--- config.mk ---
export PLATFORM = sky130hd
export DESIGN_NAME = mcss_queue
export DESIGN_NICKNAME = d
export VERILOG_FILES = /design/src/hdl/mcss_pkg.sv /design/src/hdl/mcss_queue.sv
export SDC_FILE = /design/constraint.sdc
export NUM_CORES = 1
export LEC_CHECK = 0
export BUFFER_PORTS_ARGS = -buffer_cell sky130_fd_sc_hd__buf_2
export CORE_MARGIN = 4
export CORE_UTILIZATION = 50
export DETAILED_ROUTE_END_ITERATION = 7
export PLACE_DENSITY = 0.73
export SYNTH_ARGS = -nofsm -noshare
export SYNTH_HDL_FRONTEND = slang
export SYNTH_SLANG_ARGS = --single-unit
--- constraint.sdc ---
create_clock -name clk -period 4.7 [get_ports clk]
set_clock_uncertainty 0.1 [all_clocks]
set_input_delay 0.94 -clock clk [delete_from_list [all_inputs] [get_ports clk]]
set_output_delay 0.94 -clock clk [all_outputs]
set_load 0.01 [all_outputs]
--- src/hdl/mcss_pkg.sv ---
// ----------------------------------------------------------------------------
// mcss_pkg
// Shared types and constants for the matrix cumulative sum scan.
// ----------------------------------------------------------------------------
package mcss_pkg;

  localparam int ELEM_WIDTH = 32;
  localparam int POS_WIDTH  = 10;
  localparam int LEN_WIDTH  = 11;
  localparam int MODE_WIDTH = 2;

  typedef enum logic [MODE_WIDTH-1:0] {
    MODE_FLAT = 2'd0,
    MODE_ROW  = 2'd1,
    MODE_COL  = 2'd2
  } scan_mode_t;

  localparam logic REG_SCAN_MODE  = 1'b0;
  localparam logic REG_ROW_LENGTH = 1'b1;

  // per-word control decided by the front end
  typedef struct packed {
    logic column;
    logic fresh;
    logic last;
  } item_ctrl_t;

endpackage

--- src/hdl/mcss_queue.sv ---
// ----------------------------------------------------------------------------
// mcss_queue
// Small first-in first-out queue between the front end and the back end.
// ----------------------------------------------------------------------------
module mcss_queue #(
  parameter int WIDTH = 8,
  parameter int DEPTH = 4
) (
  input  logic             clk,
  input  logic             rst,
  input  logic             push,
  input  logic [WIDTH-1:0] wdata,
  output logic             ready,
  input  logic             pop,
  output logic [WIDTH-1:0] rdata,
  output logic             valid
);
  import mcss_pkg::*;

  localparam int PW = (DEPTH > 1) ? $clog2(DEPTH) : 1;
  localparam int CW = $clog2(DEPTH + 1);
  localparam logic [CW-1:0] Full = CW'(DEPTH);
  localparam logic [PW-1:0] Last = PW'(DEPTH - 1);

  logic [WIDTH-1:0] slots [DEPTH];
  logic [PW-1:0]    wr_ptr;
  logic [PW-1:0]    rd_ptr;
  logic [CW-1:0]    count;

  assign ready = (count != Full);
  assign valid = (count != '0);
  assign rdata = slots[rd_ptr];

  always_ff @(posedge clk) begin
    if (push) begin
      slots[wr_ptr] <= wdata;
    end
  end

  always_ff @(posedge clk) begin
    if (rst) begin
      wr_ptr <= '0;
      rd_ptr <= '0;
      count  <= '0;
    end else begin
      if (push) begin
        wr_ptr <= (wr_ptr == Last) ? '0 : wr_ptr + PW'(1);
      end
      if (pop) begin
        rd_ptr <= (rd_ptr == Last) ? '0 : rd_ptr + PW'(1);
      end
      if (push && !pop) begin
        count <= count + CW'(1);
      end else if (pop && !push) begin
        count <= count - CW'(1);
      end
    end
  end

endmodule

## Word-level counts from Yosys, hierarchy flattened

Memory sizes are Yosys's and may differ from the RTL's. A register that Yosys moved wholly into a read port is not among the register bits.
Cells that the tools add are included.

- Muxes and demuxes: 8
- Bitwise operators: 0
- Multipliers: 0
- Order comparisons: 0
- Divide/modulo/power cells: 0
- Reductions and logical operators: 6
- Equality and inequality tests: 3
- Add/subtract/negate cells: 4
- Shift-type cells: 0

Operator list:

| operator | number |
|---|---|
| $mux W2 | 4 |
| $mux W3 | 2 |
| $add A2 B1 Y2 const B | 2 |
| $eq A2 B2 Y1 const B | 2 |
| $add A3 B1 Y3 const B | 1 |
| $ne A3 B3 Y1 const B | 1 |
| $reduce_bool A3 Y1 | 1 |
| $sub A3 B1 Y3 const B | 1 |
| $logic_and A1 B1 Y1 | 2 |
| $logic_not A1 Y1 | 2 |
| $mux W1 | 2 |
| $reduce_bool A2 Y1 | 1 |

- Bits of input ports: 12
- Register bits: 7
- Memories: 1
- Word-level logic and storage cells: 25
- Output and inout bits: 10
- RAM bits: 32
- Latch bits: 0
- Bits in read-only memories: 0

Memories:

| memory | depth | bits a word | read ports | clocked after memory_dff | wr ports | RTL line | source |
|---|---|---|---|---|---|---|---|
| slots | 4 | 8 | 1 | 1 | 1 | mcss_queue.sv:25 | `logic [WIDTH-1:0] slots [DEPTH];` |

## Longest topological paths before layout

- Depth in word-level cells: 4
- Mapped depth: 7
- Depth with buffers taken out: 7

## Worst setup path after synthesis

No wires, ideal clock.

- Path kind: input-to-reg
- From: input port pop
- To: register count[2]
- Buffers on the path: 0
- Library setup time: 0.070 ns
- Stages: 7
- Data required time: 4.530 ns
- Arrival: 2.132 ns
- Path slack: 2.398 ns
- Cells stage by stage: inv_1 ha_1 inv_1 fa_1 xor2_1 or3_1 a21oi_1

- Cells in the longest elaborated chain, start to end: 3
- Elaborated cells between the ends (all ways): 5
- Those cells by class: mux: 1; reduce/logical: 4

RTL lines:

| element | RTL line | source |
|---|---|---|
| start, declared | mcss_queue.sv:14 | `input logic pop,` |
| $logic_not A1 Y1 | mcss_queue.sv:52 | `if (push && !pop) begin` |
| $logic_and A1 B1 Y1 | mcss_queue.sv:52 |  |
| $mux W3 / $reduce_bool A2 Y1 (equally long branches) | -- |  |
| end signal, assigned | mcss_queue.sv:53 | `count <= count + CW'(1);` |
| end signal, assigned | mcss_queue.sv:55 | `count <= count - CW'(1);` |
| end, declared | mcss_queue.sv:28 | `logic [CW-1:0] count;` |

Several ways; a longest one is shown, not always the timed one.
A chain may end at the register's enable or synchronous reset.

==> results.md <==
* CP Max Fanout at 8
* R2R Path Start: count[0]
* Setup bufs post-CTS at 0
* Antenna violations before repair at 0
* CP Data Required Time at 3660 ps
* Port Buf Inserts at 21
* HP Class: reg2reg
* Sequential-to-total area share from yosys stat at 0.714
* RSZ-0062 raised after global routing: no
* Async set-reset flop share out of synthesis at 0
* Die H at 64.6 um
* Type of the worst setup path: reg2out
* Largest net degree at the start of global routing at 13
* Share of cells above drive strength 1 at 0.316
* Pre-CTS setup slack at ~2100 ps
* Initial Utilization at 0.524
* Combinational share of power at 0.121
* Max Cap Viol at 0
* Skew-Pair Late Insertion Delay at 340 ps
* GRT Resource Usage Total at 0.137
* Final GP Congestion at 0.758
* Relative slew slack at 0.633
* Hold-critical path depth at 2
* CTS Root Buffer Type: clkbuf_4
* Critical path destination: rdata[2]
* Post-CTS sizing at 0
* Clock buffer count from CTS at 5
* Cell taking the most area after synthesis: edfxtp_1
* Nets at 132
* Final setup fails at 0
* Clock Pin Slew Worst Setup and Hold Paths at 110 ps
* Reg power frac at 0.639
* Reg-to-Reg End: count[2]
* Hold Slack at 443 ps
* Worst EP arrival at 1770 ps
* R2r worst-path depth at 4
* Leakage at 0.666 nW
* Syn avg cell area at 18.4 um2
* DR iter-0 viols at 22
* Vias in the first global route at 839
* Most frequent cell after synthesis: edfxtp_1
* Netlist cell types at 17
* Seq cells post-synth at roughly 40
* First-pass detailed-route iteration total at 4
* Antenna viol nets, final at 0
* Syn-to-layout area delta at 12.2%
* Routed wire length at 2340 um
* Worst reg2reg setup slack at 3110 ps
* Syn_nets at 106
* Number of synthesized flops with an enable pin at 32
* WL per Instance at 14.8 um
* Yosys top cell area share at 0.601
* Switching share of total power at 0.237
* # diodes at 0
* Crit share post-route at 0.598
* Top post-synthesis cells by count: 32 x edfxtp_1, 9 x dfxtp_1, 8 x mux4_2, 8 x nor2_1, 6 x ha_1
* CORE AREA at 0.00305 mm2
* Gr ovfl total at 0
* Die X-Extent at roughly 65 um
* Final Util at 0.588
* Status: complete, no violations
* Full die area at 0.00417 mm2
* Post-route DRC at 0
* Final setup TNS at 0 ps
* Longest Clk Path Bufs at 2
* Worst slew pin tran at roughly 550 ps
* Synth warn at 0
* Clock power frac at 0.239
* CP Launch Type: flop
* PnR worst setup slack at roughly 1900 ps
* Hold_buf cts at 0
* First-pass GRT wire length at around 4000 um
* Ports at 22
* Final hold viol count at 0
* Routed vias/inst at 4.99
* Clock sink count at 41
* Row cnt at 20
* Switching power at 0.159 mW
* Max VDD drop at 214 uV
* H-tree Lvls at 2
* Post-DP HPWL at 1620 um
* DR vias at 789
* CTS tree: done
* Max-slew violations at 0
* Crit end category: output pin
* Int Pwr at 0.510 mW
* Post-synth top flop: edfxtp_1
* Top cells by area, synth: edfxtp_1 60%, dfxtp_1 11%, mux4_2 11%, ha_1 4.7%, mux2i_1 2.5%
* Final Critical Period at 2810 ps
* PD cells at between 300 and 400 mW/mm2
* Synth Instances at 87
* Fmax at approximately 360 MHz
* Synthesized area at 0.00160 mm2
[cells in the final DEF (no fill, tap or decap)]
cell type / n
mux4_2: 8
o21ai_0: 1
edfxtp_1: 32
clkbuf_1: 1
fa_1: 1
clkinv_2: 2
mux2i_1: 4
nand2_1: 1
ha_1: 6
nor3b_1: 1
buf_2: 21
a21oi_1: 2
dfxtp_1: 9
and2_1: 4
or3_1: 2
inv_1: 4
nor2_1: 8
clkbuf_4: 5
xor2_1: 2
[how the worst min path moves through the flow]
stage,from,endpoint
4_1_cts,count[2],count[2]
3_3_place_gp,count[2],count[2]
3_5_place_dp,count[2],count[2]
5_1_grt,count[2],count[2]
2_1_floorplan,count[2],count[2]
6_report,count[2],count[2]
[logic make-up (layout without fill, tap and decap cells)]
| family | count (synthesis) | after routing | synth area share |
|---|---|---|---|
| buffers and inverters | 6 | 33 | 0.0196 |
| adders and majority gates | 7 | 7 | 0.0595 |
| muxes | 12 | 12 | 0.138 |
| DFF | 41 | 41 | 0.714 |
| AOI/OAI and AO/OA | 3 | 3 | 0.00939 |
| and+or+nand+nor | 16 | 16 | 0.0493 |
| xor gates and xnor gates | 2 | 2 | 0.0110 |
[routing by layer]
metal / track usage / vias up / part of all wire
met4: 0.0712 / 0 / 0.022
met5: 0 / - / 0
met3: 0.0624 / 5 / 0.059
met2: 0.220 / 19 / 0.49
met1: 0.154 / 385 / 0.43
li1: - / 380 / -
[state kept, by name, summed over array words and instances, names as in the netlist, named ones only]
register and count:
count 3, slots 32, wr_ptr 2, rd_ptr 2
[critical path, stage by stage (launching register included)]
cell     delay [ps]
dfxtp_1         690
mux4_2          590
buf_2           160
[power groups by stage]
stage                     sequential [mW]  combinational [mW]  clock [mW]
after floorplan                     0.428              0.0574           0
after global placement              0.435              0.0786           0
after detailed placement            0.436              0.0812           0
after CTS                           0.428              0.0819       0.166
after global routing                0.431              0.0901       0.189
final                               0.427              0.0812       0.160
[final cells by class]
| type | instances | area [um2] |
|---|---|---|
| timing repair buffer | 21 | 105 |
| fill | 258 | 1260 |
| clock buffer | 6 | 41.3 |
| inverter | 4 | 15.0 |
| tap | 44 | 55.1 |
| sequential | 41 | 1140 |
| multi-input combinational | 40 | 427 |
| clock inverter | 2 | 10.0 |
[through the flow]
step	total power [mW]	cell area [um2]	cells
floorplan	0.486	1600	87
global placement	0.513	1740	150
detailed placement	0.517	1740	150
CTS	0.676	1790	158
global route	0.710	1790	158
finish	0.669	1790	158
No activity file was read; power rests on OpenSTA's default activity.
