[config.mk]
export PLATFORM = sky130hd
export DESIGN_NAME = mcss_front
export DESIGN_NICKNAME = d
export VERILOG_FILES = /design/src/hdl/mcss_pkg.sv /design/src/hdl/mcss_front.sv
export SDC_FILE = /design/constraint.sdc
export NUM_CORES = 1
export LEC_CHECK = 0
export ABC_AREA = 0
export BUFFER_PORTS_ARGS = -buffer_cell sky130_fd_sc_hd__clkbuf_2
export CAP_MARGIN = 5
export CORE_AREA = 2 2 65 67
export DETAILED_ROUTE_END_ITERATION = 8
export DIE_AREA = 0 0 67 69
export HOLD_SLACK_MARGIN = 0.02
export PLACE_DENSITY = 0.79
export SYNTH_ARGS = -nofsm -noshare
export SYNTH_HDL_FRONTEND = slang
export SYNTH_SLANG_ARGS = --single-unit
export TNS_END_PERCENT = 20
[constraint.sdc]
create_clock -name clk -period 6.6 [get_ports clk]
set_input_delay 1.32 -clock clk [delete_from_list [all_inputs] [get_ports clk]]
set_output_delay 1.32 -clock clk [all_outputs]
set_load 0.01 [all_outputs]
[src/hdl/mcss_pkg.sv]
// ----------------------------------------------------------------------------
// mcss_pkg
// Shared types and constants for the matrix cumulative sum scan.
// ----------------------------------------------------------------------------
package mcss_pkg;

  localparam int ELEM_WIDTH = 32;
  localparam int POS_WIDTH  = 10;
  localparam int LEN_WIDTH  = 11;
  localparam int MODE_WIDTH = 2;

  typedef enum logic [MODE_WIDTH-1:0] {
    MODE_FLAT = 2'd0,
    MODE_ROW  = 2'd1,
    MODE_COL  = 2'd2
  } scan_mode_t;

  localparam logic REG_SCAN_MODE  = 1'b0;
  localparam logic REG_ROW_LENGTH = 1'b1;

  // per-word control decided by the front end
  typedef struct packed {
    logic column;
    logic fresh;
    logic last;
  } item_ctrl_t;

endpackage

[src/hdl/mcss_front.sv]
// ----------------------------------------------------------------------------
// mcss_front
// Accepts input words, tracks row and column position and tags each word.
// ----------------------------------------------------------------------------
module mcss_front #(
  parameter int MAX_COLUMNS = 1024,
  parameter int DATA_WIDTH  = 32,
  parameter int ADDR_WIDTH  = 10
) (
  input  logic                                    clk,
  input  logic                                    rst,
  input  logic                                    s_axis_tvalid,
  output logic                                    s_axis_tready,
  input  logic [mcss_pkg::ELEM_WIDTH-1:0]         s_axis_tdata,
  input  logic                                    s_axis_tlast,
  input  logic [mcss_pkg::MODE_WIDTH-1:0]         scan_mode,
  input  logic [mcss_pkg::LEN_WIDTH-1:0]          row_length,
  input  logic                                    q_ready,
  output logic                                    q_push,
  output mcss_pkg::item_ctrl_t                    q_ctrl,
  output logic [ADDR_WIDTH-1:0]                   q_col,
  output logic [DATA_WIDTH-1:0]                   q_value
);
  import mcss_pkg::*;

  localparam int XW      = (DATA_WIDTH > ELEM_WIDTH) ? DATA_WIDTH : ELEM_WIDTH;
  localparam int LEN_CAP = (MAX_COLUMNS > 2047) ? 2047 : MAX_COLUMNS;
  localparam logic [LEN_WIDTH-1:0] LenCap = LEN_WIDTH'(LEN_CAP);
  localparam logic [LEN_WIDTH-1:0] LenOne = LEN_WIDTH'(1);

  logic [POS_WIDTH-1:0] position;
  logic                 in_first_row;

  logic [LEN_WIDTH-1:0] len;
  logic [POS_WIDTH-1:0] pos_eff;
  logic [LEN_WIDTH-1:0] pos_inc;
  logic                 wrap;
  logic [XW-1:0]        x_ext;

  assign len = (row_length == '0) ? LenOne :
               ((row_length > LenCap) ? LenCap : row_length);
  assign pos_eff = ({1'b0, position} >= len) ? '0 : position;
  assign pos_inc = {1'b0, pos_eff} + LenOne;
  assign wrap    = (pos_inc >= len);
  assign x_ext   = XW'($signed(s_axis_tdata));

  assign s_axis_tready = q_ready;
  assign q_push        = s_axis_tvalid && q_ready;
  assign q_col         = ADDR_WIDTH'(pos_eff);
  assign q_value       = x_ext[DATA_WIDTH-1:0];

  always_comb begin
    q_ctrl.last   = s_axis_tlast;
    q_ctrl.column = (scan_mode == MODE_COL);
    unique case (scan_mode)
      MODE_ROW: q_ctrl.fresh = (pos_eff == '0);
      MODE_COL: q_ctrl.fresh = in_first_row;
      default:  q_ctrl.fresh = 1'b0;
    endcase
  end

  always_ff @(posedge clk) begin
    if (rst) begin
      position     <= '0;
      in_first_row <= 1'b1;
    end else if (q_push) begin
      if (s_axis_tlast) begin
        position     <= '0;
        in_first_row <= 1'b1;
      end else if (wrap) begin
        position     <= '0;
        in_first_row <= 1'b0;
      end else begin
        position     <= pos_inc[POS_WIDTH-1:0];
      end
    end
  end

endmodule

# Yosys cells after proc, flatten, opt, wreduce, memory -nomap -nowiden
# Cells that the tools add are included.
[op_classes]
n_addsub = 1
order_cmp = 3
eq_ne = 2
muxes = 8
reduce_logical = 5
[op_table]
columns = ["op", "count"]
rows = [
  ["$mux 10", 3],
  ["$mux 11", 2],
  ["$add 10x1->11 const B", 1],
  ["$ge 10x11->1", 1],
  ["$ge 11x11->1", 1],
  ["$gt 11x11->1 const B", 1],
  ["$logic_not 11->1", 1],
  ["$logic_not 10->1", 1],
  ["$eq 2x1->1 const B", 1],
  ["$eq 2x2->1 const B", 1],
  ["$mux 1", 2],
  ["$pmux 1 s2", 1],
  ["$reduce_and 2->1", 1],
  ["$reduce_bool 2->1", 1],
  ["$logic_and 1x1->1", 1],
]
[word_totals]
register_bits = 11
in_bits = 50
out_inout_bits = 47
word_cells = 21

# Depth between registers and ports, before layout
# Gate-level depths: netlist of run 1.
[depth]
depth_word = 9
ltp_mapped = 24
mapped_depth_nobuf = 23

# Least setup slack after synthesis of run 1
# No wires, ideal clock.
[synth_timing]
path_type = "in2reg"
startpoint = "in row_length[6] (netlist name)"
endpoint = "reg position[3]"
setup_ns = 0.059
arrival_time_ns = 5.903
t_required_ns = 6.541
slack_ns = 0.638
stages = 24
n_path_buf = 2
cell_sequence = "nor4_1 -> a31oi_1 -> nor2_1 -> ha_1 -> nand2b_1 -> a211oi_1 -> o311a_1 -> o22a_1 -> clkbuf_1 -> and2_1 -> ha_1 -> and3_4 -> and3_4 -> nand3_4 -> or2_2 -> a21oi_1 -> ha_1 -> a211oi_1 -> nand2_1 -> a21oi_1 -> nand2_1 -> clkbuf_1 -> nor4_2 -> a22o_1"
[synth_between]
elab_chain_len = 9
elab_cells_between_ends = 10
cone_classes = "add/sub (1); order compare (3); mux (5); reduce/logical (1)"
[synth_rtl]
columns = ["item", "line_no", "text"]
rows = [
  ["from (decl)", "mcss_front.sv:17", "input logic [mcss_pkg::LEN_WIDTH-1:0] row_length,"],
  ["$gt 11x11->1", "mcss_front.sv:41", "((row_length > LenCap) ? LenCap : row_length);"],
  ["$mux 11", "mcss_front.sv:41", ""],
  ["$mux 11 (*)", "mcss_front.sv:40", "assign len = (row_length == '0) ? LenOne :"],
  ["$ge 10x11->1 (*)", "mcss_front.sv:42", "assign pos_eff = ({1'b0, position} >= len) ? '0 : position;"],
  ["$mux 10 (*)", "mcss_front.sv:42", ""],
  ["named net q_col[1]", "mcss_front.sv:21", "output logic [ADDR_WIDTH-1:0] q_col,"],
  ["$add 10x1->11 (*)", "mcss_front.sv:43", "assign pos_inc = {1'b0, pos_eff} + LenOne;"],
  ["$ge 11x11->1", "mcss_front.sv:44", "assign wrap = (pos_inc >= len);"],
  ["$mux 10 (*)", "mcss_front.sv:70", "end else if (wrap) begin"],
  ["$mux 10 (*)", "mcss_front.sv:67", "if (s_axis_tlast) begin"],
  ["to (signal assigned)", "mcss_front.sv:74", "position <= pos_inc[POS_WIDTH-1:0];"],
  ["to (decl)", "mcss_front.sv:31", "logic [POS_WIDTH-1:0] position;"],
]
# The timed path passes the listed nets; every way through them passes the cells marked *.
# A chain may end at the register's enable or synchronous reset.

# Worst setup path after layout of run 1
[layout_timing]
startpoint = "in row_length[6] (netlist name)"
endpoint = "reg position[9]"
[layout_between]
elab_chain_len = 9
elab_cells_between_ends = 10
cone_classes = "add/sub (1); order compare (3); mux (5); reduce/logical (1)"
[layout_rtl]
columns = ["item", "line_no"]
rows = [
  ["$gt 11x11->1", "mcss_front.sv:41"],
  ["$mux 11", "mcss_front.sv:41"],
  ["$mux 11 (*)", "mcss_front.sv:40"],
  ["$ge 10x11->1", "mcss_front.sv:42"],
  ["$mux 10", "mcss_front.sv:42"],
  ["$add 10x1->11", "mcss_front.sv:43"],
  ["$ge 11x11->1", "mcss_front.sv:44"],
  ["$mux 10 (*)", "mcss_front.sv:70"],
  ["$mux 10 (*)", "mcss_front.sv:67"],
]
# Mark *: on every way between the ends. The rest lies on a longest branch, timed or not.

==> metrics.txt, run 1 <==
Distinct cells, synth=46; GRT met3 Usage=about 4.1%; Core Rows=23; average routed wire per standard cell=about 14 um; syn_area_per_cell=slightly below 8 um^2; die footprint=about 4600 um^2; CTS buffer count=3; routed vias=between 1k and 1.5k; synthesized flop and latch total=11; Worst VDD drop=between 70 and 80 uV; CTS tree=yes; met2 usage=between 20% and 30%; clk buf depth=2; root buffer cell=clkbuf_8; die width=between 60 and 70 um; fraction of registers with async set/reset=0%; worst-path maximum fanout=12; first-pass GRT wire length=around 6 mm; Slew HR=between 50% and 60%; Synth Flop Type=dfxtp_1; clock tree sinks=11; core outline area=~4000 um^2; DP Worst Slack=between 0.2 and 0.3 ns; Warnings, synthesis=0; Non-Filler Cell Area, Final=~1700 um^2; Power Density=about 110 nW/um^2; clock skew=between 0.004 and 0.005 ns; Overflow after GRT=0; HP Class=register to register; Post-Syn Area=between 1500 and 2000 um^2; die height=roughly 69 um; Post-Route WL=~3.8 mm; r2r setup slk=1.90 ns; layout cell share with drive strength beyond 1=21.2%; Worst-Margin Slew=0.732 ns; vias per cell=5.63; syn nets=roughly 290; Initial Utilization=a little over two fifths; hpwl dp=roughly 3.0 mm; Reg clk slew, reported paths=roughly 0.050 ns; Leak=between 0.8 and 0.9 nW; area growth from synthesis to layout=-1.19%; IO buf count=32; kind of end point of the critical path=register; diode count=0; GRT Util Overall=between 10% and 20%; largest net degree at the start of global routing=18; final core utilization=between 40% and 50%; Slew Limit Fails=0; antenna-violating nets left=0; final setup margin=0.532 ns; post-route DRC violation count=0; final hold violations=0; drt first pass iters=6; GR peak layer=met2; initial antenna violation count=0; Final Cycle Share=between 90% and 100%; number of H-tree levels=1; gp weighted congestion=between 0.8 and 0.9; I/O Pins=slightly below 100; Area after DPL=about 1600 um^2; Synth Instances=roughly 220; CP Launch Type=input port; Crit Path Class=input port to register; worst-skew pair later-pin latency=roughly 0.23 ns; Post-synth EDFFs=0; starting DRC count in detailed routing=81; RSZ-0062 raised after global routing=no; Final setup viols=0; maximum clock frequency=165 MHz; minimum clock period=just over 6 ns; WP data required=approximately 6.8 ns; Seq/Total Area, Yosys=between 10% and 20%; vias in the first global route=around 1.4k; status=finished, final reports clean; critical path arrival=about 6.3 ns; max-cap violation count=0; Layout Nets=around 290; met1 Track Usage GR=around 22%; Setup TNS Final=0 ns
Yosys cell counts (2+ instances only):
cell       n  share of area, %
a211oi_1   3               1.3
a21o_1     3               1.3
a21oi_1    6               1.8
a22o_1     6               3.1
and2_1    10               3.7
and3_1     2              0.74
and3_4     2               1.3
buf_4     34                15
buf_6      2               1.3
clkbuf_1   5               1.1
dfxtp_1   11                13
ha_1      25                19
inv_1      9               2.0
nand2_1   23               5.1
nand3_1    5               1.5
nand4_1    3               1.1
nor2_1    15               3.3
nor2b_1    2              0.74
nor3_1     4               1.2
nor3b_1    2              0.89
nor4_1     7               2.6
o211ai_1   2              0.89
o21ai_0    2              0.59
o41ai_1    6               3.1
or3_1      2              0.74
xnor2_1    5               2.6
xor2_1     2               1.0
worst max-delay path, stage by stage:
cell and delay [ns]:
clkbuf_2 0.09, nor4_1 0.35, a31oi_1 0.16, nor2_1 0.17, ha_1 0.25, nand2b_1 0.14, a211oi_1 0.26, o311a_1 0.21
o22a_1 0.23, nand2_1 0.10, inv_1 0.14, ha_1 0.26, and3_4 0.23, and3_4 0.23, nand3_4 0.09, or2_2 0.29
a21oi_1 0.15, ha_1 0.26, a211oi_1 0.26, nand2_1 0.08, a21oi_1 0.25, nand2_2 0.22, o41ai_1 0.34, a22o_1 0.20
cell families after synthesis:
logic type,Yosys count,synth area share (%)
xor gates and xnor gates,7,3.64
buffers and inverters,53,20.4
and+or+nand+nor,84,26.9
AOI/OAI and AO/OA,37,17.4
adders and majority gates,25,18.6
DFF,11,13.1
per-layer routing:
metal	share of wire (%)	vias up
met2	47	44
li1	-	736
met3	6.6	8
met5	0	-
met4	0.59	0
met1	45	688
sequential cells by signal, summed over array words and instances, names as in the netlist:
name	cells
position	10
in_first_row	1
final cells by class:
class | instances | area [um^2]
Clock buffer | 4 | 45.0
Sequential cell | 11 | 220
Timing Repair Buffer | 34 | 175
Fill cell | 422 | 2250
Inverter | 10 | 37.5
Multi-Input combinational cell | 153 | 1120
Tap cell | 50 | 62.6
timing repair:
| item | 4_1_cts | 5_1_grt |
|---|---|---|
| hold buffers | 0 | 0 |
| gates resized for setup | 0 | 1 |
| setup endpoints to repair | 0 | 6 |
| buffers inserted | 0 | 0 |
layout by cell type (no fill, tap or decap), drive strengths merged, types with 2 or more instances in the layout:
cell type	count
buf	2
a21oi	6
and3	4
o21ai	2
nor2b	2
o211ai	2
ha	25
nor2	15
nor4	8
nor3b	2
and2	10
xnor2	5
a211oi	3
nand3	6
nand2	23
o22ai	2
nand4	3
a21o	3
xor2	2
o41ai	6
nor3	4
inv	9
or3	2
a22o	6
clkbuf	36
dfxtp	11
metrics by stage:
stage,power [mW],hold WS [ns],instances
floorplan,0.117,0.456,217
global placement,0.110,0.487,258
detailed placement,0.111,0.483,258
CTS,0.178,0.499,262
global route,0.189,0.544,262
finish,0.176,0.491,262
report_power, final:
part | switching, mW | internal, mW
clock | 0.0242 | 0.0423
combinational | 0.0252 | 0.0169
sequential | 0.000565 | 0.0672
worst paths after layout:
| path | from | to | cells after the start |
|---|---|---|---|
| setup / recovery | row_length[6] | position[9] | 24 |
| hold / removal | in_first_row | in_first_row | 1 |
| setup reg to reg | position[0] | position[9] | 21 |
| hold reg to reg | in_first_row | in_first_row | 1 |
Power figures use the tool's default switching activity.
==> inputs of run 2 (changes only) <==
- BUFFER_PORTS_ARGS: -buffer_cell sky130_fd_sc_hd__clkbuf_2 -> unset
- CORE_AREA: 2 2 65 67 -> 2 2 59 61
- DIE_AREA: 0 0 67 69 -> 0 0 61 63
- DONT_BUFFER_PORTS: unset -> 1
- PLACE_DENSITY: 0.79 -> 0.68
==> metrics.txt, run 2 (synthesis results as in run 1) <==
R2R cell count=21 (unchanged); Worst-Margin Slew=0.766 ns (+0.0342 ns); initial antenna violation count=0 (unchanged); clock tree sinks=11 (unchanged); Core Rows=21 (-8.7%); critical path arrival=6.35 ns (+0.10 ns); diode count=0 (unchanged); average routed wire per standard cell=17.4 um (+22%); Slew Limit Fails=0 (unchanged); antenna-violating nets left=0 (unchanged); HP Class=register to register; final core utilization=45.8% (+3.3 points); Initial Utilization=52.1% (+9.1 points); WP data required=6.81 ns (+0.03 ns); root buffer cell=clkbuf_4; vias per cell=6.12 (+8.6%); sequential cell area=220 um^2 (unchanged); hpwl dp=3.15 mm (+3.8%); reg2reg end=position[5]; max reg flops=10 (unchanged); Non-Filler Cell Area, Final=1480 um^2 (-11%); IO buf count=0 (-100%); Final Cycle Share=93.1% (+1.2 points); most common cell after layout, fill and taps aside=ha_1; Layout Nets=255 (-11%); Area after DPL=1440 um^2 (-11%); layout cell share with drive strength beyond 1=6.70% (-15 points); postcts setup bufs=0 (unchanged); CP Capture Point=position[5]; CTS tree=yes; r2r setup slk=1.66 ns (-0.24 ns); Setup TNS Final=0 ns (unchanged); RSZ-0062 raised after global routing=no; Power Density=99.4 nW/um^2 (-6.3%); post-route DRC violation count=0 (unchanged); Slew HR=48.9% (-2.3 points); worst reg2reg path startpoint=position[0]; origin of the worst setup path=row_length[6]; worst-path maximum fanout=12 (unchanged); first-pass GRT wire length=6.40 mm (+5.6%); kind of end point of the critical path=register; vias in the first global route=1420 (+4.9%); routed vias=1376 (-6.8%); clock skew=0.00579 ns (+0.00141 ns); Reg clk slew, reported paths=0.08 ns (+0.03 ns); drt first pass iters=4 (-2); Overflow after GRT=0 (unchanged); gp weighted congestion=0.937 (+14%); minimum clock period=6.15 ns (+0.0798 ns); status=finished, final reports clean; clk buf depth=2 (unchanged); biggest regs=position: 10 flops, in_first_row: 1 flops; CP Launch Type=input port; GRT Util Overall=21.5% (+5.0 points); number of H-tree levels=1 (unchanged); Final setup viols=0 (unchanged); Fill cells=326 (-23%); core outline area=3230 um^2 (-17%); CTS buffer count=3 (unchanged); Leak=0.659 nW (-19%); Worst VDD drop=78.0 uV (+9.6%); max-cap violation count=0 (unchanged); die width=61 um (-9.0%); most frequent cells in the layout=25 x ha_1, 22 x nand2_1, 15 x nor2_1; Crit Path Class=input port to register; total chip power=147 uW (-17%); final hold violations=0 (unchanged); I/O Pins=97 (unchanged); maximum clock frequency=163 MHz (-1.3%); Top reg by flops=position; worst-skew pair later-pin latency=0.27 ns (+0.04 ns); starting DRC count in detailed routing=80 (-1.2%); area growth from synthesis to layout=-12.0%; die height=63 um (-8.7%); largest net degree at the start of global routing=18 (unchanged); footprint of the multi-input gates=1130 um^2 (+0.78%); die footprint=3840 um^2 (-17%); Post-Route WL=3.92 mm (+4.6%)
==> run 2: where the power goes <==
group	switching, mW	internal, mW	total [mW]
clock network	0.0233	0.0233	0.0466
logic	0.0206	0.0122	0.0328
registers	0.000600	0.0670	0.0676
total	0.0445	0.103	0.147
==> run 2: worst min path at each step <==
stage                             from            to  slack [ns]  depth (start not counted)
final                     in_first_row  in_first_row        0.51                          1
after global placement    in_first_row  in_first_row        0.49                          1
after CTS                 in_first_row  in_first_row        0.51                          1
after detailed placement  in_first_row  in_first_row        0.49                          1
after global routing      in_first_row  in_first_row        0.52                          1
after floorplan           in_first_row  in_first_row        0.46                          1
==> run 2: worst max-delay path, cell delays in order <==
cell      delay (ns)
nor4_1          0.32
a31oi_1         0.14
nor2_1          0.19
ha_1            0.26
nand2b_1        0.14
a211oi_1        0.29
o311a_1         0.22
o22a_1          0.21
nand2_1         0.09
inv_1           0.20
ha_1            0.29
and3_4          0.23
and3_4          0.22
nand3_4         0.08
or2_2           0.29
a21oi_1         0.18
ha_1            0.27
a211oi_1        0.26
nand2_1         0.09
a21oi_1         0.27
nand2_2         0.24
nor4_4          0.34
a22o_1          0.21
==> run 2: metal layers <==
layer	vias to the layer above	share of wire, %	global-route usage, %
met3	13	8.8	5.18
met1	633	42	27.3
met5	-	0	0
met4	0	2.9	7.61
met2	61	46	34.5
li1	669	-	-
==> run 2: area by class of cell <==
class,count,area share [%]
inverter,10,2.54
timing repair buffer,1,0.507
sequential,11,14.9
tap,46,3.89
multi-input combinational,153,76.4
clock buffer,4,1.78
==> run 2: what timing repair did <==
| action | CTS | global route |
|---|---|---|
| endpoints found under the setup margin | 0 | 8 |
| gates resized for setup | 0 | 2 |
| hold buffers | 0 | 0 |
==> run 2: through the flow <==
step | cells | hold slack, ns | setup slack, ns
finish | 225 | 0.506 | 0.453
global route | 225 | 0.519 | 0.0220
global placement | 221 | 0.487 | 0.350
detailed placement | 221 | 0.487 | 0.0495
CTS | 225 | 0.507 | 0.298
floorplan | 217 | 0.456 | 0.638
